<file path="src/rtl/core/cursor_linked_list_engine_core_defines.svh">
// assertion macros for the cursor linked list engine core
`ifndef CURSOR_LINKED_LIST_ENGINE_CORE_DEFINES_SVH
`define CURSOR_LINKED_LIST_ENGINE_CORE_DEFINES_SVH
`ifndef SYNTH
`define CLLEC_ASSERT_IMPL(label, ante, cons) \
  label: assert property (@(posedge clk) disable iff (rst) (ante) |-> (cons)) \
    else $error("assertion failed");
`define CLLEC_ASSERT_NEXT(label, ante, cons) \
  label: assert property (@(posedge clk) disable iff (rst) (ante) |=> (cons)) \
    else $error("assertion failed");
`else
`define CLLEC_ASSERT_IMPL(label, ante, cons)
`define CLLEC_ASSERT_NEXT(label, ante, cons)
`endif
`endif

</file>
<file path="src/rtl/core/cllec_pkg.sv">
package cllec_pkg;

  localparam int NODE_DEPTH = 256;
  localparam int ADDR_W = $clog2(NODE_DEPTH);
  localparam int HANDLE_W = ADDR_W + 1;
  localparam int DATA_W = 32;
  localparam logic [HANDLE_W-1:0] NONE_H = HANDLE_W'(NODE_DEPTH);
  // up link value of a node that sits on the free chain
  localparam logic [HANDLE_W-1:0] FREE_MARK = '1;

  typedef enum logic [3:0] {
    OP_PUSH      = 4'd0,
    OP_POP       = 4'd1,
    OP_TOP       = 4'd2,
    OP_BOTTOM    = 4'd3,
    OP_DOWN      = 4'd4,
    OP_UP        = 4'd5,
    OP_INS_BELOW = 4'd6,
    OP_INS_ABOVE = 4'd7,
    OP_DELETE    = 4'd8,
    OP_GOTO      = 4'd9
  } op_t;

  typedef enum logic [1:0] {
    STAT_OK      = 2'd0,
    STAT_NO_ELEM = 2'd1,
    STAT_FULL    = 2'd2,
    STAT_POS     = 2'd3
  } status_t;

  typedef enum logic [2:0] {
    S_IDLE,
    S_RD_FREE,
    S_RD_NODE,
    S_LATCH,
    S_WR1,
    S_WR2,
    S_RD_CUR,
    S_DONE
  } state_t;

  typedef enum logic [2:0] {
    ACT_NONE,
    ACT_PUSH,
    ACT_DELETE,
    ACT_INS_BELOW,
    ACT_INS_ABOVE
  } act_t;

  typedef struct packed {
    logic [3:0]          opcode;
    logic [DATA_W-1:0]   item_data;
    logic                move_up_after;
    logic [HANDLE_W-1:0] target_handle;
  } in_item_t;

  typedef struct packed {
    logic [1:0]          status;
    logic [DATA_W-1:0]   removed_data;
    logic                cursor_valid;
    logic [HANDLE_W-1:0] cursor_handle;
    logic [DATA_W-1:0]   cursor_data;
    logic [HANDLE_W-1:0] element_count;
  } out_item_t;

  typedef struct packed {
    logic                data_we;
    logic [ADDR_W-1:0]   data_wa;
    logic [DATA_W-1:0]   data_wd;
    logic [ADDR_W-1:0]   data_ra;
    logic                up_we;
    logic [ADDR_W-1:0]   up_wa;
    logic [HANDLE_W-1:0] up_wd;
    logic [ADDR_W-1:0]   up_ra;
    logic                dn_we;
    logic [ADDR_W-1:0]   dn_wa;
    logic [HANDLE_W-1:0] dn_wd;
    logic [ADDR_W-1:0]   dn_ra;
  } mem_req_t;

  typedef struct packed {
    logic [DATA_W-1:0]   data;
    logic [HANDLE_W-1:0] up;
    logic [HANDLE_W-1:0] dn;
  } mem_rd_t;

  function automatic logic is_node(input logic [HANDLE_W-1:0] h);
    return ~h[HANDLE_W-1];
  endfunction

endpackage

</file>
<file path="src/rtl/core/cllec_ctrl.sv">
module cllec_ctrl (
  input  logic                 clk,
  input  logic                 rst,
  input  logic                 in_valid,
  output logic                 in_stall,
  input  cllec_pkg::in_item_t  in_item,
  output logic                 res_valid,
  input  logic                 res_ready,
  output cllec_pkg::out_item_t res,
  output cllec_pkg::mem_req_t  req,
  input  cllec_pkg::mem_rd_t   rd
);

  localparam int AW = cllec_pkg::ADDR_W;
  localparam int HW = cllec_pkg::HANDLE_W;

  cllec_pkg::state_t  state, state_next;
  cllec_pkg::act_t    act, l_act;
  cllec_pkg::status_t status_r, l_status;

  logic [3:0]                   opc;
  logic [cllec_pkg::DATA_W-1:0] item_data;
  logic                         go_up;
  logic [HW-1:0]                target;

  logic [HW-1:0] top, bottom, cur, count, free_head, bump;
  logic [HW-1:0] free_link;

  logic [AW-1:0] h_reg, c_reg;
  logic [HW-1:0] up_reg, dn_reg, old_top, old_free;
  logic [cllec_pkg::DATA_W-1:0] removed_r, l_removed;

  logic [HW-1:0] xh, take_h, free_after, l_cur;
  logic          pool_ok;

  // node the operation works on: the top for pop, the target for goto, else the cursor
  assign xh = (opc == cllec_pkg::OP_POP) ? top :
              (opc == cllec_pkg::OP_GOTO) ? target : cur;
  assign take_h = cllec_pkg::is_node(free_head) ? free_head : bump;
  assign pool_ok = cllec_pkg::is_node(free_head) || cllec_pkg::is_node(bump);
  assign free_after = cllec_pkg::is_node(free_link) ? free_link : cllec_pkg::NONE_H;

  always_comb begin
    state_next = state;
    unique case (state)
      cllec_pkg::S_IDLE:    if (in_valid) state_next = cllec_pkg::S_RD_FREE;
      cllec_pkg::S_RD_FREE: state_next = cllec_pkg::S_RD_NODE;
      cllec_pkg::S_RD_NODE: state_next = cllec_pkg::S_LATCH;
      cllec_pkg::S_LATCH:   state_next = cllec_pkg::S_WR1;
      cllec_pkg::S_WR1:     state_next = cllec_pkg::S_WR2;
      cllec_pkg::S_WR2:     state_next = cllec_pkg::S_RD_CUR;
      cllec_pkg::S_RD_CUR:  state_next = cllec_pkg::S_DONE;
      cllec_pkg::S_DONE:    if (res_ready) state_next = cllec_pkg::S_IDLE;
      default:              state_next = cllec_pkg::S_IDLE;
    endcase
  end

  // decode of the operation once the node links are back from memory
  always_comb begin
    l_act = cllec_pkg::ACT_NONE;
    l_status = cllec_pkg::STAT_OK;
    l_cur = cur;
    l_removed = '0;
    unique case (cllec_pkg::op_t'(opc))
      cllec_pkg::OP_PUSH: begin
        if (pool_ok) begin
          l_act = cllec_pkg::ACT_PUSH;
          l_cur = take_h;
        end else l_status = cllec_pkg::STAT_FULL;
      end
      cllec_pkg::OP_POP: begin
        if (cllec_pkg::is_node(top)) begin
          l_act = cllec_pkg::ACT_DELETE;
          l_cur = rd.dn;
          l_removed = rd.data;
        end else begin
          l_cur = top;
          l_status = cllec_pkg::STAT_NO_ELEM;
        end
      end
      cllec_pkg::OP_TOP:    l_cur = top;
      cllec_pkg::OP_BOTTOM: l_cur = bottom;
      cllec_pkg::OP_DOWN: begin
        if (cllec_pkg::is_node(cur)) l_cur = rd.dn;
        else l_status = cllec_pkg::STAT_NO_ELEM;
      end
      cllec_pkg::OP_UP: begin
        if (cllec_pkg::is_node(cur)) l_cur = rd.up;
        else l_status = cllec_pkg::STAT_NO_ELEM;
      end
      cllec_pkg::OP_INS_BELOW, cllec_pkg::OP_INS_ABOVE: begin
        if (!cllec_pkg::is_node(cur) && cllec_pkg::is_node(top)) begin
          l_status = cllec_pkg::STAT_POS;
        end else if (!pool_ok) begin
          l_status = cllec_pkg::STAT_FULL;
        end else if (!cllec_pkg::is_node(cur)) begin
          l_act = cllec_pkg::ACT_PUSH;
        end else if (opc == cllec_pkg::OP_INS_BELOW) begin
          l_act = cllec_pkg::ACT_INS_BELOW;
        end else begin
          l_act = cllec_pkg::ACT_INS_ABOVE;
        end
        if (l_act != cllec_pkg::ACT_NONE) l_cur = take_h;
      end
      cllec_pkg::OP_DELETE: begin
        if (cllec_pkg::is_node(cur)) begin
          l_act = cllec_pkg::ACT_DELETE;
          l_cur = go_up ? rd.up : rd.dn;
          l_removed = rd.data;
        end else l_status = cllec_pkg::STAT_NO_ELEM;
      end
      cllec_pkg::OP_GOTO: begin
        // a node is in the list if it was ever handed out and is not on the free chain
        if (!cllec_pkg::is_node(target)) begin
          l_cur = cllec_pkg::NONE_H;
        end else if (target < bump && rd.up != cllec_pkg::FREE_MARK) begin
          l_cur = target;
        end else begin
          l_cur = cllec_pkg::NONE_H;
          l_status = cllec_pkg::STAT_NO_ELEM;
        end
      end
      default: l_cur = cur;
    endcase
  end

  always_ff @(posedge clk) begin
    if (rst) begin
      state <= cllec_pkg::S_IDLE;
      act <= cllec_pkg::ACT_NONE;
      top <= cllec_pkg::NONE_H;
      bottom <= cllec_pkg::NONE_H;
      cur <= cllec_pkg::NONE_H;
      count <= '0;
      free_head <= cllec_pkg::NONE_H;
      bump <= '0;
    end else begin
      state <= state_next;
      if (state == cllec_pkg::S_IDLE && in_valid) begin
        opc <= in_item.opcode;
        item_data <= in_item.item_data;
        go_up <= in_item.move_up_after;
        target <= in_item.target_handle;
      end
      if (state == cllec_pkg::S_RD_NODE) begin
        free_link <= rd.dn;
      end
      if (state == cllec_pkg::S_LATCH) begin
        act <= l_act;
        status_r <= l_status;
        cur <= l_cur;
        removed_r <= l_removed;
        h_reg <= take_h[AW-1:0];
        c_reg <= xh[AW-1:0];
        up_reg <= rd.up;
        dn_reg <= rd.dn;
        old_top <= top;
        old_free <= free_head;
        if (l_act == cllec_pkg::ACT_PUSH || l_act == cllec_pkg::ACT_INS_BELOW ||
            l_act == cllec_pkg::ACT_INS_ABOVE) begin
          if (cllec_pkg::is_node(free_head)) free_head <= free_after;
          else bump <= bump + HW'(1);
          count <= count + HW'(1);
        end
        case (l_act)
          cllec_pkg::ACT_PUSH: begin
            top <= take_h;
            if (!cllec_pkg::is_node(top)) bottom <= take_h;
          end
          cllec_pkg::ACT_INS_BELOW: begin
            if (cur == bottom) bottom <= take_h;
          end
          cllec_pkg::ACT_INS_ABOVE: begin
            if (cur == top) top <= take_h;
          end
          cllec_pkg::ACT_DELETE: begin
            if (xh == top) top <= rd.dn;
            if (xh == bottom) bottom <= rd.up;
            count <= count - HW'(1);
            free_head <= xh;
          end
          default: ;
        endcase
      end
    end
  end

  // memory port schedule: one write per memory in each of the write states WR1 and WR2
  always_comb begin
    req = '0;
    req.data_ra = cur[AW-1:0];
    req.up_ra = xh[AW-1:0];
    req.dn_ra = xh[AW-1:0];
    unique case (state)
      cllec_pkg::S_RD_FREE: req.dn_ra = free_head[AW-1:0];
      cllec_pkg::S_RD_NODE: req.data_ra = xh[AW-1:0];
      cllec_pkg::S_WR1: begin
        case (act)
          cllec_pkg::ACT_PUSH, cllec_pkg::ACT_INS_BELOW, cllec_pkg::ACT_INS_ABOVE: begin
            req.data_we = 1'b1;
            req.data_wa = h_reg;
            req.data_wd = item_data;
            req.dn_we = 1'b1;
            req.dn_wa = h_reg;
            req.up_we = 1'b1;
            req.up_wa = h_reg;
            if (act == cllec_pkg::ACT_PUSH) begin
              req.dn_wd = old_top;
              req.up_wd = cllec_pkg::NONE_H;
            end else if (act == cllec_pkg::ACT_INS_BELOW) begin
              req.dn_wd = dn_reg;
              req.up_wd = {1'b0, c_reg};
            end else begin
              req.dn_wd = {1'b0, c_reg};
              req.up_wd = up_reg;
            end
          end
          cllec_pkg::ACT_DELETE: begin
            req.dn_we = cllec_pkg::is_node(up_reg);
            req.dn_wa = up_reg[AW-1:0];
            req.dn_wd = dn_reg;
            req.up_we = cllec_pkg::is_node(dn_reg);
            req.up_wa = dn_reg[AW-1:0];
            req.up_wd = up_reg;
          end
          default: ;
        endcase
      end
      cllec_pkg::S_WR2: begin
        case (act)
          cllec_pkg::ACT_PUSH: begin
            req.up_we = cllec_pkg::is_node(old_top);
            req.up_wa = old_top[AW-1:0];
            req.up_wd = {1'b0, h_reg};
          end
          cllec_pkg::ACT_INS_BELOW: begin
            req.up_we = cllec_pkg::is_node(dn_reg);
            req.up_wa = dn_reg[AW-1:0];
            req.up_wd = {1'b0, h_reg};
            req.dn_we = 1'b1;
            req.dn_wa = c_reg;
            req.dn_wd = {1'b0, h_reg};
          end
          cllec_pkg::ACT_INS_ABOVE: begin
            req.dn_we = cllec_pkg::is_node(up_reg);
            req.dn_wa = up_reg[AW-1:0];
            req.dn_wd = {1'b0, h_reg};
            req.up_we = 1'b1;
            req.up_wa = c_reg;
            req.up_wd = {1'b0, h_reg};
          end
          cllec_pkg::ACT_DELETE: begin
            // released node joins the free chain and is marked free
            req.dn_we = 1'b1;
            req.dn_wa = c_reg;
            req.dn_wd = old_free;
            req.up_we = 1'b1;
            req.up_wa = c_reg;
            req.up_wd = cllec_pkg::FREE_MARK;
          end
          default: ;
        endcase
      end
      default: ;
    endcase
  end

  assign in_stall = (state != cllec_pkg::S_IDLE);
  assign res_valid = (state == cllec_pkg::S_DONE);

  always_comb begin
    res.status = status_r;
    res.removed_data = removed_r;
    res.cursor_valid = cllec_pkg::is_node(cur);
    res.cursor_handle = cllec_pkg::is_node(cur) ? cur : cllec_pkg::NONE_H;
    res.cursor_data = cllec_pkg::is_node(cur) ? rd.data : '0;
    res.element_count = count;
  end

endmodule

</file>
<file path="config.mk">
export PLATFORM = sky130hd
export DESIGN_NAME = cllec_ctrl
export DESIGN_NICKNAME = d
export VERILOG_FILES = /design/src/rtl/core/cursor_linked_list_engine_core_defines.svh /design/src/rtl/core/cllec_pkg.sv /design/src/rtl/core/cllec_ctrl.sv
export SDC_FILE = /design/constraint.sdc
export NUM_CORES = 1
export LEC_CHECK = 0
export ABC_AREA = 1
export BUFFER_PORTS_ARGS = -buffer_cell sky130_fd_sc_hd__buf_4
export CAP_MARGIN = 20
export CORE_ASPECT_RATIO = 0.6
export CORE_UTILIZATION = 32
export CTS_CLUSTER_DIAMETER = 50
export DETAILED_ROUTE_END_ITERATION = 10
export PLACE_DENSITY = 0.61
export REMOVE_ABC_BUFFERS = 1
export SLEW_MARGIN = 20
export SYNTH_ARGS = -nofsm -noshare
export SYNTH_HDL_FRONTEND = slang
export SYNTH_SLANG_ARGS = --single-unit
</file>
<file path="constraint.sdc">
create_clock -name clk -period 13.7 [get_ports clk]
set_clock_uncertainty 0.1 [all_clocks]
set_input_delay 2.055 -clock clk [delete_from_list [all_inputs] [get_ports clk]]
set_output_delay 2.055 -clock clk [all_outputs]
set_load 0.005 [all_outputs]
</file>
==> impl_results.md <==
* Post-synth top area share at a little under two fifths
* Vias at about 11k
* Ys Warns at 0
* Post-route insts no fill at around 2.2k
* Synthesized flop and latch total at between 200 and 250
* Post-synth EDFFs at 141
* Final Power at roughly 1.8 mW
* Detail Placement HPWL at 34.7 mm
* Critical Path Start: state[1]$_SDFFE_PP0P_
* Critical path class: reg -> out
* Largest regs: item_data: 32 flops, removed_r: 32 flops
* Critical path's largest stage delay at 0.80 ns
* CTS Buf Count at 24
* Crit path max fanout at 28
* CP cell instances: inv_1, ha_1, nand2_1, clkinv_1, nand2_1, o311ai_0, buf_4
* Starting Density at 32.6%
* Post-synth top area cell: edfxtp_1
* Final Hold Viols at 0
* Post-Syn Instances at between 1k and 1.5k
* GRT Util Overall at 24.1%
* Die Wd at about 250 um
* Slew Viols, Final at 0
* CTS tree: yes
* Core outline area at approximately 35000 um2
* Cell mode on critical path: nand2_1
* Slowest cell on the critical path: clkinv_1
* Area of the multi-input gates at 4930 um2
* Status: completed
* Number of global-route vias before repair at between 10k and 15k
* Fillcell total at about 3.6k
* Drt total wl at roughly 46 mm
* I/O Pins at roughly 290
* Period minus WS final at between 5 and 6 ns
* Share of cells above drive strength 1 at 23.6%
* Routed length per instance at roughly 21 um
* Hold_sp: count[8]$_SDFFE_PP0P_
* Buf/Inv on CP at 3
* Pleak at 6.37 nW
* Die Y-Extent at 148 um
* Syn Area/Cell at ~7.9 um2
* Synth Cell Area at ~11000 um2
* Post-CTS Hold Buffers at 0
* Antenna violations before repair at 1
* Dominant cells by area after synthesis: edfxtp_1, dfxtp_1, nand2_1, nor2_1, inv_1
* Cell Pwr Density at around 130 nW/um2
* First-pass GRT wire length at roughly 65 mm
* CTS max path bufs at 3
* Max VDD drop at between 90 and 100 uV
* Gpl congestion at approximately 0.97
* DRT Pass-1 Iters at 5
* Via density at roughly 5.2
* Number of gates resized after cts at 0
* Post-CTS Setup Bufs at 0
* Unrepaired setup endpoints after global routing: false
* GRT overflow at 0
* Asr flop ratio synth at 0%
* Num rows at 53
* Crit path DAT at around 3.3 ns
* Diodes inserted at 0
* Family with the most delay on the worst path: buffers and inverters
* Max Cap Violations at 0
* Area growth, synth to finish at 29.1%
* Worst reg2reg path startpoint: opc[1]$_DFFE_PP_
* Clock slew at reported path FFs at 0.07 ns
* Clk_lat worst skew at 0.56 ns
* Largest net degree at the start of global routing at 73
* Root buffer selected by CTS: clkbuf_16
* Main synth FF type: edfxtp_1
* Worst min path class: reg -> reg
* Remaining antenna violation count at 0
* Final Cycle Share at between 30% and 40%
* Dpl cells at ~2.1k
* Seq. cell area at around 5400 um2
* Seq/Total Area, Yosys at around 48%
* Final setup viols at 0
* Iteration-0 DRC Markers at approximately 1.2k
* Clk sinks at ~200
* Critical Path Start Type: register
* Total die area at between 30000 and 40000 um2
* Crit end category: output pin
* Unique cell type count in the Yosys netlist at 48
* Slew headroom at between 30% and 40%
* Total Neg Setup Slack at 0 ns
* # port buffers at ~290
* Max Fclk at 184 MHz
* Core Util, Final at 42.1%
* DRC at 0
* Critical Path RT at around 12 ns
* H-tree levels at 1
* Worst-Margin Slew at ~1 ns
* Final nets at between 1.5k and 2k
-- power by group --
part           total (mW)  switching [mW]  internal (mW)
clock               0.646           0.296          0.350
sequential          0.753          0.0406          0.713
combinational       0.447           0.302          0.145
total                1.85           0.638           1.21
-- cells by family after synthesis --
family                   after synthesis  synth area share, %
buffers and inverters                270                 9.45
AO/OA/AOI/OAI                        306                 15.6
multiplexers                           2                0.175
adder cells (fa/ha/maj)               22                 2.47
XOR/XNOR                              15                 1.15
AND/OR/NAND/NOR                      624                 23.6
flip-flops                           201                 47.5
-- per-layer routing --
| metal | vias up | track usage, % | share of wire, % |
|---|---|---|---|
| met5 | - | 0 | 0.029 |
| met3 | 61 | 7.47 | 11 |
| met4 | 2 | 4.97 | 2.2 |
| met2 | 562 | 35.4 | 42 |
| met1 | 5366 | 34.6 | 45 |
| li1 | 5342 | - | - |
-- cell usage after synthesis, types with 3 or more instances --
cell,count
clkbuf_1,33
buf_6,5
nand4_1,10
xor2_1,11
nand2_1,265
buf_1,9
o21ai_1,4
o2bb2ai_1,3
a221oi_1,10
buf_2,7
inv_1,197
nor2_1,212
nor2_2,4
nor3_1,12
ha_1,21
o221ai_1,3
a22oi_1,15
edfxtp_1,141
a21oi_2,9
buf_4,4
xnor2_1,4
nand2_2,20
nand3_1,76
a221o_1,3
nor4_1,5
nor3_2,3
o2111ai_1,7
o21ai_0,145
nand3_2,6
nor2_4,4
o22ai_1,15
clkinv_1,4
o211ai_1,13
a21oi_1,70
a211oi_1,4
dfxtp_1,60
inv_2,9
-- metrics by stage --
stage	hold slack, ns	cell area (um2)	setup slack (ns)
2_1_floorplan	0.330	11200	7.45
3_3_place_gp	0.339	14000	8.73
3_5_place_dp	0.344	14000	8.86
4_1_cts	0.360	14800	8.24
5_1_grt	0.377	14800	8.04
6_report	0.359	14800	8.25
-- path summary, 6_finish.rpt --
| check | endpoint | cells after the start | slack, ns |
|---|---|---|---|
| worst max register to register | free_head[3]$_SDFFE_PP0P_ | 12 | 10.11 |
| worst min-delay path | count[8]$_SDFFE_PP0P_ | 1 | 0.36 |
| worst min register to register | count[8]$_SDFFE_PP0P_ | 1 | 0.36 |
| worst max-delay path | req[25] | 7 | 8.25 |
-- area by class of cell --
cell class | count | area share (%)
repair buffers | 297 | 15.1
multi-input cells | 969 | 33.4
well taps | 467 | 3.96
clock buffers | 25 | 4.09
clock inverters | 19 | 1.19
inverters | 212 | 5.42
flip-flops and latches | 201 | 36.8
-- layout by cell type (no fill, tap or decap), drive strengths merged, types with 21 or more instances in the layout --
| master | Yosys | routed |
|---|---|---|
| a21oi | 79 | 79 |
| buf | 25 | 297 |
| clkbuf | 33 | 25 |
| dfxtp | 60 | 60 |
| edfxtp | 141 | 141 |
| ha | 21 | 21 |
| inv | 208 | 214 |
| nand2 | 287 | 287 |
| nand3 | 82 | 82 |
| nor2 | 222 | 222 |
| o21ai | 150 | 150 |
Power figures use the tool's default switching activity.
